===== src/bresenham_line_stepper_assert.svh =====
// assertion macros shared by the line stepper modules
// expects clk and rst_n in the scope of each use
`ifndef BRESENHAM_LINE_STEPPER_ASSERT_SVH
`define BRESENHAM_LINE_STEPPER_ASSERT_SVH
`ifndef SYNTHESIS
// antecedent implies consequent in the same cycle
`define BLS_CHECK(name, ante, cons, msg) \
    name: assert property (@(posedge clk) disable iff (!rst_n) (ante) |-> (cons)) \
        else $error(msg);
// antecedent implies consequent in the next cycle
`define BLS_CHECK_NEXT(name, ante, cons, msg) \
    name: assert property (@(posedge clk) disable iff (!rst_n) (ante) |=> (cons)) \
        else $error(msg);
`else
`define BLS_CHECK(name, ante, cons, msg)
`define BLS_CHECK_NEXT(name, ante, cons, msg)
`endif
`endif


===== src/bls_pkg.sv =====
// shared types and constants of the line stepper
// no dependencies
package bls_pkg;

    // configuration register map
    localparam int CFG_W = 14;
    localparam int CFG_IDX_W = 1;
    localparam logic [CFG_IDX_W-1:0] CFG_VIEWPORT_WIDTH = 1'd0;
    localparam logic [CFG_IDX_W-1:0] CFG_VIEWPORT_HEIGHT = 1'd1;
    localparam logic [CFG_W-1:0] VIEWPORT_RESET = 14'd1024;

    // command queue between front and back
    localparam int QUEUE_DEPTH = 2;

    typedef enum logic [0:0] {
        CMD_START = 1'b0,
        CMD_STEP  = 1'b1
    } cmd_kind_t;

    typedef struct packed {
        logic      valid;
        cmd_kind_t kind;
    } q_head_t;

    typedef enum logic [3:0] {
        ST_IDLE,
        ST_SQX,
        ST_SQY,
        ST_ROOT,
        ST_WALK,
        ST_DIVI,
        ST_DIV,
        ST_MIXA,
        ST_MIXB,
        ST_OUT
    } back_state_t;

endpackage


===== src/bls_cmd_if.sv =====
// command channel carrying start and step items
// no dependencies
interface bls_cmd_if #(
    parameter int COORD_BITS = 14,
    parameter int DEPTH_BITS = 16
);
    logic                  valid;
    logic                  ready;
    logic                  mode;
    logic [COORD_BITS-1:0] start_x;
    logic [COORD_BITS-1:0] start_y;
    logic [COORD_BITS-1:0] end_x;
    logic [COORD_BITS-1:0] end_y;
    logic [DEPTH_BITS-1:0] start_depth;
    logic [DEPTH_BITS-1:0] end_depth;

    modport source (output valid, mode, start_x, start_y, end_x, end_y,
                    start_depth, end_depth, input ready);
    modport sink (input valid, mode, start_x, start_y, end_x, end_y,
                  start_depth, end_depth, output ready);
endinterface


===== src/bls_pix_if.sv =====
// pixel channel carrying one result pixel per transfer
// no dependencies
interface bls_pix_if #(
    parameter int COORD_BITS = 14,
    parameter int DEPTH_BITS = 16
);
    logic                  valid;
    logic                  ready;
    logic [COORD_BITS-1:0] pixel_x;
    logic [COORD_BITS-1:0] pixel_y;
    logic [DEPTH_BITS-1:0] pixel_depth;
    logic                  inside_res;
    logic [COORD_BITS-1:0] step_index;
    logic                  last;

    modport source (output valid, pixel_x, pixel_y, pixel_depth, inside_res,
                    step_index, last, input ready);
    modport sink (input valid, pixel_x, pixel_y, pixel_depth, inside_res,
                  step_index, last, output ready);
endinterface


===== src/bls_front.sv =====
// front end: accepts commands, classifies them and queues them for the back end
// depends on bls_pkg, bls_cmd_if and the assertion macro header
`include "bresenham_line_stepper_assert.svh"

module bls_front #(
    parameter int COORD_BITS = 14,
    parameter int DEPTH_BITS = 16
) (
    input  logic                    clk,
    input  logic                    rst_n,
    bls_cmd_if.sink                 cmd,
    output bls_pkg::q_head_t        head,
    output logic [COORD_BITS-1:0]   head_sx,
    output logic [COORD_BITS-1:0]   head_sy,
    output logic [COORD_BITS-1:0]   head_ex,
    output logic [COORD_BITS-1:0]   head_ey,
    output logic [DEPTH_BITS-1:0]   head_za,
    output logic [DEPTH_BITS-1:0]   head_zb,
    input  logic                    pop
);
    localparam int EW = 4 * COORD_BITS + 2 * DEPTH_BITS + 1;
    localparam int PTR_W = $clog2(bls_pkg::QUEUE_DEPTH);
    localparam int CNT_W = $clog2(bls_pkg::QUEUE_DEPTH + 1);

    logic [EW-1:0]    mem_reg [bls_pkg::QUEUE_DEPTH];
    logic [PTR_W-1:0] wr_ptr_reg, wr_ptr_next;
    logic [PTR_W-1:0] rd_ptr_reg, rd_ptr_next;
    logic [CNT_W-1:0] cnt_reg, cnt_next;
    logic             push;
    bls_pkg::cmd_kind_t kind_in;
    logic [EW-1:0]    entry_in;
    logic [EW-1:0]    entry_out;

    // classify the incoming item
    assign kind_in = cmd.mode ? bls_pkg::CMD_STEP : bls_pkg::CMD_START;
    assign entry_in = {kind_in, cmd.start_x, cmd.start_y, cmd.end_x, cmd.end_y,
                       cmd.start_depth, cmd.end_depth};

    assign cmd.ready = (cnt_reg != CNT_W'(bls_pkg::QUEUE_DEPTH));
    assign push = cmd.valid && cmd.ready;

    // pointer and fill count
    always_comb
    begin
        wr_ptr_next = wr_ptr_reg;
        rd_ptr_next = rd_ptr_reg;
        cnt_next = cnt_reg;
        if (push)
        begin
            wr_ptr_next = (wr_ptr_reg == PTR_W'(bls_pkg::QUEUE_DEPTH - 1)) ? '0
                          : wr_ptr_reg + PTR_W'(1);
        end
        if (pop)
        begin
            rd_ptr_next = (rd_ptr_reg == PTR_W'(bls_pkg::QUEUE_DEPTH - 1)) ? '0
                          : rd_ptr_reg + PTR_W'(1);
        end
        if (push && !pop)
        begin
            cnt_next = cnt_reg + CNT_W'(1);
        end
        else if (pop && !push)
        begin
            cnt_next = cnt_reg - CNT_W'(1);
        end
    end

    always_ff @(posedge clk or negedge rst_n)
    begin
        if (!rst_n)
        begin
            wr_ptr_reg <= '0;
            rd_ptr_reg <= '0;
            cnt_reg <= '0;
        end
        else
        begin
            wr_ptr_reg <= wr_ptr_next;
            rd_ptr_reg <= rd_ptr_next;
            cnt_reg <= cnt_next;
        end
    end

    // queue storage
    always_ff @(posedge clk)
    begin
        if (push)
        begin
            mem_reg[wr_ptr_reg] <= entry_in;
        end
    end

    // head of queue
    assign entry_out = mem_reg[rd_ptr_reg];
    assign head.valid = (cnt_reg != '0);
    assign head.kind = bls_pkg::cmd_kind_t'(entry_out[EW-1]);
    assign {head_sx, head_sy, head_ex, head_ey, head_za, head_zb} = entry_out[EW-2:0];

    `BLS_CHECK(a_cnt_bound, 1'b1, cnt_reg <= CNT_W'(bls_pkg::QUEUE_DEPTH), "queue overfilled")
    `BLS_CHECK(a_pop_nonempty, pop, cnt_reg != '0, "pop from empty queue")
    `BLS_CHECK_NEXT(a_push_lands, push && !pop, cnt_reg != '0, "push lost")

endmodule


===== src/bls_back.sv =====
// back end: line setup, square root, Bresenham walk, serial divide, depth mix
// depends on bls_pkg, bls_pix_if and the assertion macro header
`include "bresenham_line_stepper_assert.svh"

module bls_back #(
    parameter int COORD_BITS = 14,
    parameter int DEPTH_BITS = 16,
    parameter int LENGTH_FRAC_BITS = 6
) (
    input  logic                         clk,
    input  logic                         rst_n,
    input  bls_pkg::q_head_t             head,
    input  logic [COORD_BITS-1:0]        head_sx,
    input  logic [COORD_BITS-1:0]        head_sy,
    input  logic [COORD_BITS-1:0]        head_ex,
    input  logic [COORD_BITS-1:0]        head_ey,
    input  logic [DEPTH_BITS-1:0]        head_za,
    input  logic [DEPTH_BITS-1:0]        head_zb,
    output logic                         pop,
    input  logic [bls_pkg::CFG_W-1:0]    vw,
    input  logic [bls_pkg::CFG_W-1:0]    vh,
    bls_pix_if.source                    pix
);
    localparam int C = COORD_BITS;
    localparam int D = DEPTH_BITS;
    localparam int F = LENGTH_FRAC_BITS;
    localparam int E_W = C + 2;
    localparam int SQ_W = 2 * C + 1;
    localparam int R_W = (SQ_W + 2 * F + 1) / 2;
    localparam int RAD_W = 2 * R_W;
    localparam int REM_W = R_W + 2;
    localparam int Q_W = D + 1;
    localparam int NUM_W = C + F + D;
    localparam int MAXI = (R_W > Q_W) ? R_W : Q_W;
    localparam int CNT_W = $clog2(MAXI);
    localparam int P_W = D + Q_W;
    localparam logic [Q_W-1:0] ONE = Q_W'(1) << D;
    localparam logic [P_W:0] HALF = (P_W + 1)'(1) << (D - 1);

    bls_pkg::back_state_t state_reg, state_next;

    logic [C-1:0]       cur_x_reg, cur_y_reg, dest_x_reg, dest_y_reg;
    logic [C-1:0]       dx_reg, dy_reg;
    logic               neg_x_reg, neg_y_reg;
    logic signed [E_W-1:0] err_reg;
    logic [C-1:0]       count_reg;
    logic [D-1:0]       za_reg, zb_reg;
    logic               active_reg, last_reg;
    logic [SQ_W-1:0]    prod_reg;
    logic [RAD_W-1:0]   rad_reg;
    logic [REM_W-1:0]   rem_reg;
    logic [R_W-1:0]     root_reg;
    logic [R_W-1:0]     len_reg;
    logic [R_W-1:0]     drem_reg;
    logic [Q_W-1:0]     nlow_reg;
    logic [Q_W-1:0]     q_reg;
    logic [Q_W-1:0]     t_reg;
    logic [P_W-1:0]     prod_a_reg, prod_b_reg;
    logic [CNT_W-1:0]   iter_reg;

    logic               pix_valid_reg;
    logic [C-1:0]       px_reg, py_reg, pidx_reg;
    logic [D-1:0]       pz_reg;
    logic               pin_reg, plast_reg;

    // start setup terms
    logic               lt_x, lt_y;
    logic [C:0]         diff_x, diff_y;
    logic [C-1:0]       sdx, sdy;
    logic signed [E_W-1:0] err_init;
    // walk terms
    logic               c1, c2;
    logic [C-1:0]       nx, ny;
    logic signed [E_W-1:0] err_step;
    // root terms
    logic [REM_W-1:0]   rem_sh, trial;
    logic               r_ge;
    // divide terms
    logic [R_W:0]       dsh;
    logic               d_ge;
    logic [NUM_W-1:0]   n_val;
    // output terms
    logic [Q_W-1:0]     t_sat;
    logic [P_W:0]       mix_sum;
    logic               in_view;
    logic               load_out;

    // endpoint deltas and directions
    assign lt_x = $signed(head_sx) < $signed(head_ex);
    assign lt_y = $signed(head_sy) < $signed(head_ey);
    assign diff_x = lt_x ? ({head_ex[C-1], head_ex} - {head_sx[C-1], head_sx})
                         : ({head_sx[C-1], head_sx} - {head_ex[C-1], head_ex});
    assign diff_y = lt_y ? ({head_ey[C-1], head_ey} - {head_sy[C-1], head_sy})
                         : ({head_sy[C-1], head_sy} - {head_ey[C-1], head_ey});
    assign sdx = diff_x[C-1:0];
    assign sdy = diff_y[C-1:0];
    assign err_init = (sdx > sdy) ? $signed({2'b00, sdx >> 1})
                                  : -$signed({2'b00, sdy >> 1});

    // one Bresenham step
    assign c1 = err_reg > -$signed({2'b00, dx_reg});
    assign c2 = err_reg < $signed({2'b00, dy_reg});
    assign nx = cur_x_reg + (c1 ? (neg_x_reg ? {C{1'b1}} : C'(1)) : '0);
    assign ny = cur_y_reg + (c2 ? (neg_y_reg ? {C{1'b1}} : C'(1)) : '0);
    assign err_step = err_reg - (c1 ? $signed({2'b00, dy_reg}) : E_W'(0))
                              + (c2 ? $signed({2'b00, dx_reg}) : E_W'(0));

    // square root digit step
    assign rem_sh = {rem_reg[REM_W-3:0], rad_reg[RAD_W-1 -: 2]};
    assign trial = {root_reg, 2'b01};
    assign r_ge = rem_sh >= trial;

    // restoring divide step
    assign dsh = {drem_reg, nlow_reg[Q_W-1]};
    assign d_ge = dsh >= {1'b0, len_reg};
    assign n_val = {count_reg, (F + D)'(0)};

    // depth mix and viewport test
    assign t_sat = (q_reg > ONE) ? ONE : q_reg;
    assign mix_sum = (P_W + 1)'(prod_a_reg) + (P_W + 1)'(prod_b_reg) + HALF;
    assign in_view = !cur_x_reg[C-1] && !cur_y_reg[C-1]
                     && (32'(cur_x_reg) < 32'(vw)) && (32'(cur_y_reg) < 32'(vh));
    assign load_out = (state_reg == bls_pkg::ST_OUT) && (!pix_valid_reg || pix.ready);

    assign pop = (state_reg == bls_pkg::ST_IDLE) && head.valid;

    // sequencer next state
    always_comb
    begin
        state_next = state_reg;
        unique case (state_reg)
            bls_pkg::ST_IDLE:
            begin
                if (head.valid)
                begin
                    if (head.kind == bls_pkg::CMD_START)
                    begin
                        state_next = bls_pkg::ST_SQX;
                    end
                    else if (active_reg)
                    begin
                        state_next = bls_pkg::ST_WALK;
                    end
                end
            end
            bls_pkg::ST_SQX:  state_next = bls_pkg::ST_SQY;
            bls_pkg::ST_SQY:  state_next = bls_pkg::ST_ROOT;
            bls_pkg::ST_ROOT:
            begin
                if (iter_reg == '0)
                begin
                    state_next = bls_pkg::ST_DIVI;
                end
            end
            bls_pkg::ST_WALK: state_next = bls_pkg::ST_DIVI;
            bls_pkg::ST_DIVI:
            begin
                state_next = (len_reg == '0) ? bls_pkg::ST_MIXA : bls_pkg::ST_DIV;
            end
            bls_pkg::ST_DIV:
            begin
                if (iter_reg == '0)
                begin
                    state_next = bls_pkg::ST_MIXA;
                end
            end
            bls_pkg::ST_MIXA: state_next = bls_pkg::ST_MIXB;
            bls_pkg::ST_MIXB: state_next = bls_pkg::ST_OUT;
            bls_pkg::ST_OUT:
            begin
                if (load_out)
                begin
                    state_next = bls_pkg::ST_IDLE;
                end
            end
            default:          state_next = bls_pkg::ST_IDLE;
        endcase
    end

    always_ff @(posedge clk or negedge rst_n)
    begin
        if (!rst_n)
        begin
            state_reg <= bls_pkg::ST_IDLE;
        end
        else
        begin
            state_reg <= state_next;
        end
    end

    // line control state
    always_ff @(posedge clk or negedge rst_n)
    begin
        if (!rst_n)
        begin
            active_reg <= 1'b0;
            last_reg <= 1'b0;
            cur_x_reg <= '0;
            cur_y_reg <= '0;
            dest_x_reg <= '0;
            dest_y_reg <= '0;
            dx_reg <= '0;
            dy_reg <= '0;
            neg_x_reg <= 1'b0;
            neg_y_reg <= 1'b0;
            err_reg <= '0;
            count_reg <= '0;
            len_reg <= '0;
            za_reg <= '0;
            zb_reg <= '0;
        end
        else if (pop && head.kind == bls_pkg::CMD_START)
        begin
            cur_x_reg <= head_sx;
            cur_y_reg <= head_sy;
            dest_x_reg <= head_ex;
            dest_y_reg <= head_ey;
            za_reg <= head_za;
            zb_reg <= head_zb;
            dx_reg <= sdx;
            dy_reg <= sdy;
            neg_x_reg <= !lt_x;
            neg_y_reg <= !lt_y;
            err_reg <= err_init;
            count_reg <= '0;
            last_reg <= (head_sx == head_ex) && (head_sy == head_ey);
            active_reg <= !((head_sx == head_ex) && (head_sy == head_ey));
        end
        else if (state_reg == bls_pkg::ST_WALK)
        begin
            cur_x_reg <= nx;
            cur_y_reg <= ny;
            err_reg <= err_step;
            count_reg <= count_reg + C'(1);
            last_reg <= (nx == dest_x_reg) && (ny == dest_y_reg);
            if ((nx == dest_x_reg) && (ny == dest_y_reg))
            begin
                active_reg <= 1'b0;
            end
        end
        else if (state_reg == bls_pkg::ST_ROOT && iter_reg == '0)
        begin
            len_reg <= {root_reg[R_W-2:0], r_ge};
        end
    end

    // arithmetic datapath: squares, root, divide, mix
    always_ff @(posedge clk)
    begin
        case (state_reg)
            bls_pkg::ST_SQX:
            begin
                prod_reg <= SQ_W'(dx_reg) * SQ_W'(dx_reg);
            end
            bls_pkg::ST_SQY:
            begin
                rad_reg <= RAD_W'(prod_reg + SQ_W'(dy_reg) * SQ_W'(dy_reg)) << (2 * F);
                rem_reg <= '0;
                root_reg <= '0;
                iter_reg <= CNT_W'(R_W - 1);
            end
            bls_pkg::ST_ROOT:
            begin
                rem_reg <= r_ge ? (rem_sh - trial) : rem_sh;
                root_reg <= {root_reg[R_W-2:0], r_ge};
                rad_reg <= rad_reg << 2;
                iter_reg <= iter_reg - CNT_W'(1);
            end
            bls_pkg::ST_DIVI:
            begin
                drem_reg <= R_W'(n_val >> Q_W);
                nlow_reg <= n_val[Q_W-1:0];
                q_reg <= (len_reg == '0) ? ONE : '0;
                iter_reg <= CNT_W'(Q_W - 1);
            end
            bls_pkg::ST_DIV:
            begin
                drem_reg <= d_ge ? R_W'(dsh - {1'b0, len_reg}) : R_W'(dsh);
                nlow_reg <= nlow_reg << 1;
                q_reg <= {q_reg[Q_W-2:0], d_ge};
                iter_reg <= iter_reg - CNT_W'(1);
            end
            bls_pkg::ST_MIXA:
            begin
                t_reg <= t_sat;
                prod_a_reg <= P_W'(za_reg) * P_W'(ONE - t_sat);
            end
            bls_pkg::ST_MIXB:
            begin
                prod_b_reg <= P_W'(zb_reg) * P_W'(t_reg);
            end
            default:
            begin
            end
        endcase
    end

    // output register
    always_ff @(posedge clk or negedge rst_n)
    begin
        if (!rst_n)
        begin
            pix_valid_reg <= 1'b0;
        end
        else if (load_out)
        begin
            pix_valid_reg <= 1'b1;
        end
        else if (pix.ready)
        begin
            pix_valid_reg <= 1'b0;
        end
    end

    always_ff @(posedge clk)
    begin
        if (load_out)
        begin
            px_reg <= cur_x_reg;
            py_reg <= cur_y_reg;
            pz_reg <= mix_sum[D +: D];
            pin_reg <= in_view;
            pidx_reg <= count_reg;
            plast_reg <= last_reg;
        end
    end

    assign pix.valid = pix_valid_reg;
    assign pix.pixel_x = px_reg;
    assign pix.pixel_y = py_reg;
    assign pix.pixel_depth = pz_reg;
    assign pix.inside_res = pin_reg;
    assign pix.step_index = pidx_reg;
    assign pix.last = plast_reg;

    `BLS_CHECK(a_div_nonzero, state_reg == bls_pkg::ST_DIV, len_reg != '0, "divide by zero length")
    `BLS_CHECK(a_walk_active, state_reg == bls_pkg::ST_WALK, active_reg, "walk on idle line")
    `BLS_CHECK_NEXT(a_last_ends, load_out && last_reg, !active_reg, "line active after last pixel")

endmodule


===== src/bresenham_line_stepper.sv =====
// Bresenham line stepper. A start command (mode 0) loads two endpoints and their
// depths and yields the first pixel; each step command (mode 1) yields the next
// pixel, or nothing once the line's end point has been sent. Commands pass through
// a two-entry queue into one shared sequencer. A start squares both deltas, takes a
// square root of one result bit per cycle, then runs a one-bit-per-cycle divide and
// the depth mix and output states; a step makes one walk move, then runs that
// serial divide and the mix and output states. The pixel output register lets the
// next command start while a pixel waits to be taken.
// depends on bls_pkg, bls_cmd_if, bls_pix_if, bls_front and bls_back
module bresenham_line_stepper #(
    parameter int COORD_BITS = 14,
    parameter int DEPTH_BITS = 16,
    parameter int LENGTH_FRAC_BITS = 6
) (
    input  logic                              clk,
    input  logic                              rst_n,
    bls_cmd_if.sink                           cmd,
    bls_pix_if.source                         pix,
    input  logic                              cfg_we,
    input  logic [bls_pkg::CFG_IDX_W-1:0]     cfg_index,
    input  logic [bls_pkg::CFG_W-1:0]         cfg_data
);
    bls_pkg::q_head_t         head;
    logic [COORD_BITS-1:0]    head_sx, head_sy, head_ex, head_ey;
    logic [DEPTH_BITS-1:0]    head_za, head_zb;
    logic                     pop;
    logic [bls_pkg::CFG_W-1:0] vw_reg, vh_reg;

    // viewport registers
    always_ff @(posedge clk or negedge rst_n)
    begin
        if (!rst_n)
        begin
            vw_reg <= bls_pkg::VIEWPORT_RESET;
            vh_reg <= bls_pkg::VIEWPORT_RESET;
        end
        else if (cfg_we)
        begin
            unique case (cfg_index)
                bls_pkg::CFG_VIEWPORT_WIDTH:  vw_reg <= cfg_data;
                bls_pkg::CFG_VIEWPORT_HEIGHT: vh_reg <= cfg_data;
                default:
                begin
                end
            endcase
        end
    end

    // command intake and queue
    bls_front #(
        .COORD_BITS (COORD_BITS),
        .DEPTH_BITS (DEPTH_BITS)
    ) u_front (
        .clk     (clk),
        .rst_n   (rst_n),
        .cmd     (cmd),
        .head    (head),
        .head_sx (head_sx),
        .head_sy (head_sy),
        .head_ex (head_ex),
        .head_ey (head_ey),
        .head_za (head_za),
        .head_zb (head_zb),
        .pop     (pop)
    );

    // line sequencer
    bls_back #(
        .COORD_BITS       (COORD_BITS),
        .DEPTH_BITS       (DEPTH_BITS),
        .LENGTH_FRAC_BITS (LENGTH_FRAC_BITS)
    ) u_back (
        .clk     (clk),
        .rst_n   (rst_n),
        .head    (head),
        .head_sx (head_sx),
        .head_sy (head_sy),
        .head_ex (head_ex),
        .head_ey (head_ey),
        .head_za (head_za),
        .head_zb (head_zb),
        .pop     (pop),
        .vw      (vw_reg),
        .vh      (vh_reg),
        .pix     (pix)
    );

endmodule


===== src/flat_wrapper.sv =====
// flat-port wrapper written by rule: the top's interface ports become plain ports
module bresenham_line_stepper_flat 
#(
    parameter int COORD_BITS = 14,
    parameter int DEPTH_BITS = 16,
    parameter int LENGTH_FRAC_BITS = 6
)
  (clk, rst_n, cfg_we, cfg_index, cfg_data, cmd_valid, cmd_mode, cmd_start_x, cmd_start_y, cmd_end_x, cmd_end_y, cmd_start_depth, cmd_end_depth, cmd_ready, pix_valid, pix_pixel_x, pix_pixel_y, pix_pixel_depth, pix_inside_res, pix_step_index, pix_last, pix_ready);
  bls_cmd_if #(.COORD_BITS(COORD_BITS), .DEPTH_BITS(DEPTH_BITS)) cmd_i ();
  bls_pix_if #(.COORD_BITS(COORD_BITS), .DEPTH_BITS(DEPTH_BITS)) pix_i ();
  input  logic clk;
  input  logic rst_n;
  input  logic cfg_we;
  input  logic [bls_pkg::CFG_IDX_W-1:0] cfg_index;
  input  logic [bls_pkg::CFG_W-1:0] cfg_data;
  input wire logic [$bits(cmd_i.valid)-1:0] cmd_valid;
  input wire logic [$bits(cmd_i.mode)-1:0] cmd_mode;
  input wire logic [$bits(cmd_i.start_x)-1:0] cmd_start_x;
  input wire logic [$bits(cmd_i.start_y)-1:0] cmd_start_y;
  input wire logic [$bits(cmd_i.end_x)-1:0] cmd_end_x;
  input wire logic [$bits(cmd_i.end_y)-1:0] cmd_end_y;
  input wire logic [$bits(cmd_i.start_depth)-1:0] cmd_start_depth;
  input wire logic [$bits(cmd_i.end_depth)-1:0] cmd_end_depth;
  output wire logic [$bits(cmd_i.ready)-1:0] cmd_ready;
  output wire logic [$bits(pix_i.valid)-1:0] pix_valid;
  output wire logic [$bits(pix_i.pixel_x)-1:0] pix_pixel_x;
  output wire logic [$bits(pix_i.pixel_y)-1:0] pix_pixel_y;
  output wire logic [$bits(pix_i.pixel_depth)-1:0] pix_pixel_depth;
  output wire logic [$bits(pix_i.inside_res)-1:0] pix_inside_res;
  output wire logic [$bits(pix_i.step_index)-1:0] pix_step_index;
  output wire logic [$bits(pix_i.last)-1:0] pix_last;
  input wire logic [$bits(pix_i.ready)-1:0] pix_ready;
  assign cmd_i.valid = cmd_valid;
  assign cmd_i.mode = cmd_mode;
  assign cmd_i.start_x = cmd_start_x;
  assign cmd_i.start_y = cmd_start_y;
  assign cmd_i.end_x = cmd_end_x;
  assign cmd_i.end_y = cmd_end_y;
  assign cmd_i.start_depth = cmd_start_depth;
  assign cmd_i.end_depth = cmd_end_depth;
  assign cmd_ready = cmd_i.ready;
  assign pix_valid = pix_i.valid;
  assign pix_pixel_x = pix_i.pixel_x;
  assign pix_pixel_y = pix_i.pixel_y;
  assign pix_pixel_depth = pix_i.pixel_depth;
  assign pix_inside_res = pix_i.inside_res;
  assign pix_step_index = pix_i.step_index;
  assign pix_last = pix_i.last;
  assign pix_i.ready = pix_ready;
  bresenham_line_stepper #(.COORD_BITS(COORD_BITS), .DEPTH_BITS(DEPTH_BITS), .LENGTH_FRAC_BITS(LENGTH_FRAC_BITS)) u_core (.clk(clk), .rst_n(rst_n), .cmd(cmd_i), .pix(pix_i), .cfg_we(cfg_we), .cfg_index(cfg_index), .cfg_data(cfg_data));
endmodule

===== config.mk =====
export PLATFORM = sky130hd
export DESIGN_NAME = bresenham_line_stepper_flat
export DESIGN_NICKNAME = d
export VERILOG_FILES = /design/src/bls_pkg.sv /design/src/bls_cmd_if.sv /design/src/bls_pix_if.sv /design/src/bls_front.sv /design/src/bls_back.sv /design/src/bresenham_line_stepper.sv /design/src/flat_wrapper.sv
export VERILOG_INCLUDE_DIRS = /design/src /design/src/src
export SDC_FILE = /design/constraint.sdc
export NUM_CORES = 2
export LEC_CHECK = 0
export BUFFER_PORTS_ARGS = -buffer_cell sky130_fd_sc_hd__buf_2
export CAP_MARGIN = 10
export CORE_MARGIN = 2
export CORE_UTILIZATION = 62
export DETAILED_ROUTE_END_ITERATION = 12
export PLACE_DENSITY_LB_ADDON = 0.15
export SLEW_MARGIN = 20
export SYNTH_ARGS = -nofsm -noshare
export SYNTH_HDL_FRONTEND = slang
export SYNTH_SLANG_ARGS = --single-unit

===== constraint.sdc =====
create_clock -name clk -period 20.9 [get_ports clk]
set_input_delay 4.18 -clock clk [delete_from_list [all_inputs] [get_ports clk]]
set_output_delay 4.18 -clock clk [all_outputs]
set_load 0.1 [all_outputs]

# Word level (Yosys, flattened, before mapping)
# Memories as Yosys holds them, arrays and structs flattened.
# Cells that the tools add are included.
[totals]
output_inout_bits = 62
romBits = 0
reg_bits = 521
inputBits = 109
mem_bits_rw = 178
word_cells = 187
n_memories = 1
latchBits = 0
[classes]
n_div = 0
order_cmp = 10
shift = 0
n_eq_ne = 19
add_sub_neg = 22
n_reduce_logical = 38
mux = 50
mul = 4
n_bitwise = 4
[memory_table]
columns = ["name", "depth", "word_bits", "read_ports", "rd_clocked_by_memory_dff", "wr", "line_no", "rtl"]
rows = [
  ["u_core.u_front.mem_reg", 2, 89, 1, 0, 1, "bls_front.sv:25", "logic [EW-1:0] mem_reg [bls_pkg::QUEUE_DEPTH];"],
]
[ops]
columns = ["op", "count"]
rows = [
  ["14-bit two-way mux", 14],
  ["21-bit case mux with 2 select lines", 3],
  ["42-bit case mux with 2 select lines", 1],
  ["17-bit case mux with 2 select lines", 2],
  ["14-bit equality test", 4],
  ["14-bit < comparator", 4],
  ["14-bit by 14-bit multiplier with 28-bit output", 2],
  ["14-bit subtractor", 4],
  ["16-bit two-way mux", 3],
  ["21-bit two-way mux", 2],
  ["21-bit subtractor", 2],
  ["4-bit case mux with 10 select lines", 1],
  ["17-bit two-way mux", 2],
  ["32-bit by 16-bit adder with 32-bit output (second input constant)", 1],
  ["32-bit adder", 1],
  ["16-bit by 17-bit multiplier with 32-bit output", 1],
  ["17-bit by 18-bit multiplier with 32-bit output", 1],
  ["28-bit by 28-bit adder with 29-bit output", 1],
  ["14-bit adder", 2],
  ["4-bit two-way mux", 6],
  ["23-bit greater-or-equal comparator", 1],
  ["22-bit by 21-bit greater-or-equal comparator with 1-bit output", 1],
  ["21-bit zero test", 1],
  ["17-bit by 17-bit subtractor with 18-bit output (first input constant)", 1],
  ["34 further kinds", 86],
]

# Depth between registers and ports, before layout
[logic_depth]
depth_word = 9
ltp_mapped = 34
ltp_nobuf = 32

# Modules after synthesis
# Synthesis repeated with hierarchy kept, for this count alone.
[hier_totals]
hier_cells = 6639
hier_area_um2 = 66969.2
[modules_own_cells]
columns = ["mod", "cells_per_inst", "n_inst", "area_each_um2"]
rows = [
  ["bls_back", 6283, 1, 58823.9],
  ["bls_front", 295, 1, 7066.8],
  ["bresenham_line_stepper", 61, 1, 1078.5],
]

# Worst setup path after synthesis
# OpenSTA, ideal clock, no wires.
[synth_timing]
path_kind = "input-to-reg"
from = "in pix_ready"
to = "reg u_core.u_back.pin_reg (netlist: u_core.u_back.pix.inside_res) (enable)"
setup_ps = 552
setup_slack_ps = 12005
n_path_buf = 0
arrival_time_ps = 8343
required_time_ps = 20348
path_stages = 2
path_cell_list = "nor2b_1 > nor3_1"
[synth_via]
elab_chain_len = 2
[synth_lines]
columns = ["item", "line_no", "rtl"]
rows = [
  ["from (decl)", "flat_wrapper.sv:32", "input wire logic [$bits(pix_i.ready)-1:0] pix_ready;"],
  ["1-bit logical OR", "bls_back.sv:123", "assign load_out = (state_reg == bls_pkg::ST_OUT) && (!pix_valid_reg || pix.ready);"],
  ["1-bit logical AND", "bls_back.sv:123", ""],
  ["net u_core.u_back.load_out", "bls_back.sv:86", "logic load_out;"],
  ["to (signal assigned)", "bls_back.sv:323", "pin_reg <= in_view;"],
  ["to (decl)", "bls_back.sv:64", "logic pin_reg, plast_reg;"],
]
# The timed path passes the listed nets, and every way through them passes these cells.
# A chain may end at the register's enable or synchronous reset.

# Worst setup path in the final report
[layout_timing]
from = "reg u_core.u_back.q_reg[2]"
to = "reg u_core.u_back.prod_a_reg[30], data pin"
[layout_via]
elab_chain_len = 4
[layout_lines]
columns = ["item", "line_no", "rtl"]
rows = [
  ["from (decl)", "bls_back.sv:56", "logic [Q_W-1:0] q_reg;"],
  ["from (signal assigned)", "bls_back.sv:274", "q_reg <= (len_reg == '0) ? ONE : '0;"],
  ["from (signal assigned)", "bls_back.sv:281", "q_reg <= {q_reg[Q_W-2:0], d_ge};"],
  ["17-bit > comparator", "bls_back.sv:119", "assign t_sat = (q_reg > ONE) ? ONE : q_reg;"],
  ["17-bit two-way mux (*)", "bls_back.sv:119", ""],
  ["17-bit by 17-bit subtractor with 18-bit output (*)", "bls_back.sv:287", "prod_a_reg <= P_W'(za_reg) * P_W'(ONE - t_sat);"],
  ["17-bit by 18-bit multiplier with 32-bit output (*)", "bls_back.sv:287", ""],
  ["to (signal assigned)", "bls_back.sv:287", ""],
  ["to (decl)", "bls_back.sv:58", "logic [P_W-1:0] prod_a_reg, prod_b_reg;"],
]
# Every way passes the cells marked *; elsewhere a longest branch is shown, timed or not.

==> results.sh <==
export IMPL_ys_async_sr_fraction_pct=31.09
export IMPL_routabilityCongestion=0.9236
export IMPL_h_tree_depth=3
export IMPL_nets=8202
export IMPL_route_vias_total=47002
export IMPL_cpMostUsedCell="fa_1"
export IMPL_setup_violations=0
export IMPL_cts_resized=0
export IMPL_outcome="finished, final reports clean"
export IMPL_rr_worst_depth=30
export IMPL_ys_flop_type="edfxtp_1"
export IMPL_min_path_cells=0
export IMPL_yosys_warnings=0
export IMPL_dp_hpwl_mm=122.7
export IMPL_via_per_inst=5.749
export IMPL_max_freq_mhz=110.0
export IMPL_startpoint_type="register"
export IMPL_antenna_left=0
export IMPL_post_cts_buffers=0
export IMPL_r2r_end="u_core.u_back.prod_a_reg[30]$_DFFE_PN_"
export IMPL_hold_path_endpoint="u_core.u_back.pix.last$_DFFE_PP_"
export IMPL_cts_max_path_buffers=3
export IMPL_largest_reg_flops=178
export IMPL_timing_final_crit_share_pct=43.50
export IMPL_root_buffer="clkbuf_16"
export IMPL_fin_setup_tns_ns=0
export IMPL_place_port_buffers=170
export IMPL_cp_required_ns=21.30
export IMPL_rsz0062_at_grt="false"
export IMPL_syn_inst=6598
export IMPL_synth_edf_count=461
export IMPL_grt_pass1_wl_mm=258.1
export IMPL_final_common_cell="inv_1"
export IMPL_r2r_start="u_core.u_back.q_reg[2]$_SDFFCE_PN0P_"
export IMPL_slowest_stage="a31oi_2"
export IMPL_drt_wl_total_mm=159.1
export IMPL_ys_seq_elements=669
export IMPL_drv_cap=0
export IMPL_path_clk_slew_ns=0.07
export IMPL_finalHoldViolations=0
export IMPL_syn_avg_cell_area_sq_um=10.06
export IMPL_rows=120
export IMPL_die_y_microns=331.2
export IMPL_dr_pass1_iters=6
export IMPL_slowest_delay_ns=0.77
export IMPL_final_cell_mix="inv_1, fa_1, nand2_1, ha_1, edfxtp_1"
export IMPL_ios=171
export IMPL_timing_worst_setup_path_type="reg -> reg"
export IMPL_critPathCaptureType="register"
export IMPL_fin_skew_ns=0.03873
export IMPL_cts_made_buffers=77
export IMPL_max_slew_margin_rel_pct=21.32
export IMPL_dr_first_iter_drc_count=3145
export IMPL_worst_hold_path_type="reg -> reg"
export IMPL_dieWidth_microns=331.2
export IMPL_start_util_pct=62.27
export IMPL_wl_per_cell_microns=19.46
export IMPL_holdBufCountCts=0
export IMPL_netlist_area_sq_um=66380
export IMPL_min_from="u_core.u_back.last_reg$_DFFE_PN0P_"
export IMPL_coreArea_sq_um=106600
export IMPL_grt_max_degree=196
export IMPL_antenna_found_initial=8
export IMPL_crit_path_max_fanout=16
export IMPL_period_needed_ns=9.091
export IMPL_cts_tree="yes"
export IMPL_ys_types=96
export IMPL_die_area_sq_um=109700
export IMPL_clock_sinks=669
export IMPL_grt_usage_pct=29.50
export IMPL_syn_to_final_growth_pct=7.515
export IMPL_worstMarginPinSlew_ns=1.164
export IMPL_first_global_vias=48900
export IMPL_fillers=8419
export IMPL_drive_above_1_share_pct=6.532
export IMPL_crit_arrival_ns=9.49
export IMPL_yosysSeqAreaShare_pct=28.70
export IMPL_r2r_slack_ns=11.81
export IMPL_overflow=0
export IMPL_slew_viol_final=0
export IMPL_clkLatencyLatePin_ns=0.68
export IMPL_drc=0
## how the worst max path moves through the flow
stage	from	cells after the start	to	slack, ns
2_1_floorplan	pix_ready	2	u_core.u_back.pix.inside_res$_DFFE_PP_	12.01
3_3_place_gp	u_core.u_back.q_reg[2]$_SDFFCE_PN0P_	31	u_core.u_back.prod_a_reg[26]$_DFFE_PN_	12.03
3_5_place_dp	u_core.u_back.q_reg[2]$_SDFFCE_PN0P_	30	u_core.u_back.prod_a_reg[30]$_DFFE_PN_	11.92
4_1_cts	u_core.u_back.q_reg[2]$_SDFFCE_PN0P_	30	u_core.u_back.prod_a_reg[30]$_DFFE_PN_	11.86
5_1_grt	u_core.u_back.q_reg[2]$_SDFFCE_PN0P_	30	u_core.u_back.prod_a_reg[30]$_DFFE_PN_	11.38
6_report	u_core.u_back.q_reg[2]$_SDFFCE_PN0P_	30	u_core.u_back.prod_a_reg[30]$_DFFE_PN_	11.81
## Yosys cell counts (22+ instances only)
cell type     n  area, sq um
nand4_1      30        187.7
mux2_2       28        315.3
xnor2_1     199         1743
mux2i_1     140         1401
nor2b_1      49        306.5
a221o_1      22        220.2
and2_1      363         2271
nor3_1       74        370.4
edfxtp_1    461        13840
a21o_1      114        855.8
nand3_1      56        280.3
a21oi_1     222         1111
a31oi_1      23        143.9
dfrtp_1     206         5155
or3_1        24        150.1
a211oi_1     30        225.2
and3_1       46        287.8
nand2_1     686         2575
nor2_1      302         1134
fa_1        759        15190
o21bai_1     28        210.2
clkbuf_1    188        705.7
inv_1      1122         4212
xor2_1      102        893.4
o211ai_1     25        187.7
nand2b_1     52        325.3
ha_1        631         7895
o221ai_1     23        201.4
o21a_1       38        285.3
o21ai_0     281         1406
## through the flow
step                      hold slack [ns]  std cells  instance area (sq um)  setup slack (ns)  util [%]
after floorplan                    0.4248       6632                  66510             12.01         -
after global placement             0.4558       8025                  68720             12.03     64.46
after detailed placement           0.4492       8025                  68720             11.92     64.47
after CTS                          0.4631       8168                  71300             11.86     66.88
after global routing               0.4756       8173                  71360             11.38     66.94
final                              0.4641       8175                  71370             11.81     66.95
## kinds of logic (layout without fill, tap and decap cells)
| kind of cell | Yosys count | count (layout) | share of synthesized area [%] |
|---|---|---|---|
| simple gates | 1757 | 1757 | 12.75 |
| other cells | 2 | 41 | 0.01131 |
| buf+inv | 1357 | 1492 | 7.728 |
| compound gates | 946 | 946 | 9.202 |
| mux | 169 | 169 | 2.603 |
| fa+ha+maj | 1390 | 1390 | 34.79 |
| xor+xnor | 308 | 308 | 4.220 |
| flops | 669 | 669 | 28.70 |
## layer usage
metal  track usage, %  part of all wire [%]  routed length (microns)  vias up
met1            39.02                    41                    65670    23471
li1                 -                     -                        -    21751
met2            49.81                    49                    77370     1474
met3            5.402                   7.1                    11330      302
met5                0                 0.014                       23        -
met4            8.754                   3.0                     4713        4
## cell type report
| class | instances | area [sq um] | area share (%) |
|---|---|---|---|
| multi-input cells | 4606 | 42470 | 59.52 |
| flip-flops and latches | 669 | 19050 | 26.70 |
| inverters | 1133 | 4253 | 5.959 |
| clock buffers | 90 | 2007 | 2.812 |
| well taps | 1403 | 1755 | 2.460 |
| repair buffers | 216 | 1239 | 1.736 |
| clock inverters | 53 | 570.5 | 0.7995 |
| diodes | 5 | 12.51 | 0.01753 |
## critical path, delay by kind of cell, from the launching register on
kind | cells | cell delay [ns]
compound gates | 6 | 2.26
xor+xnor | 1 | 0.11
fa+ha+maj | 7 | 3.30
buf+inv | 5 | 0.24
flops | 1 | 0.46
mux | 1 | 0.16
simple gates | 10 | 2.26
Power is left out: the tool's default activity adds up to more than one toggle a clock period on the data nets, which glitch-free logic cannot reach.
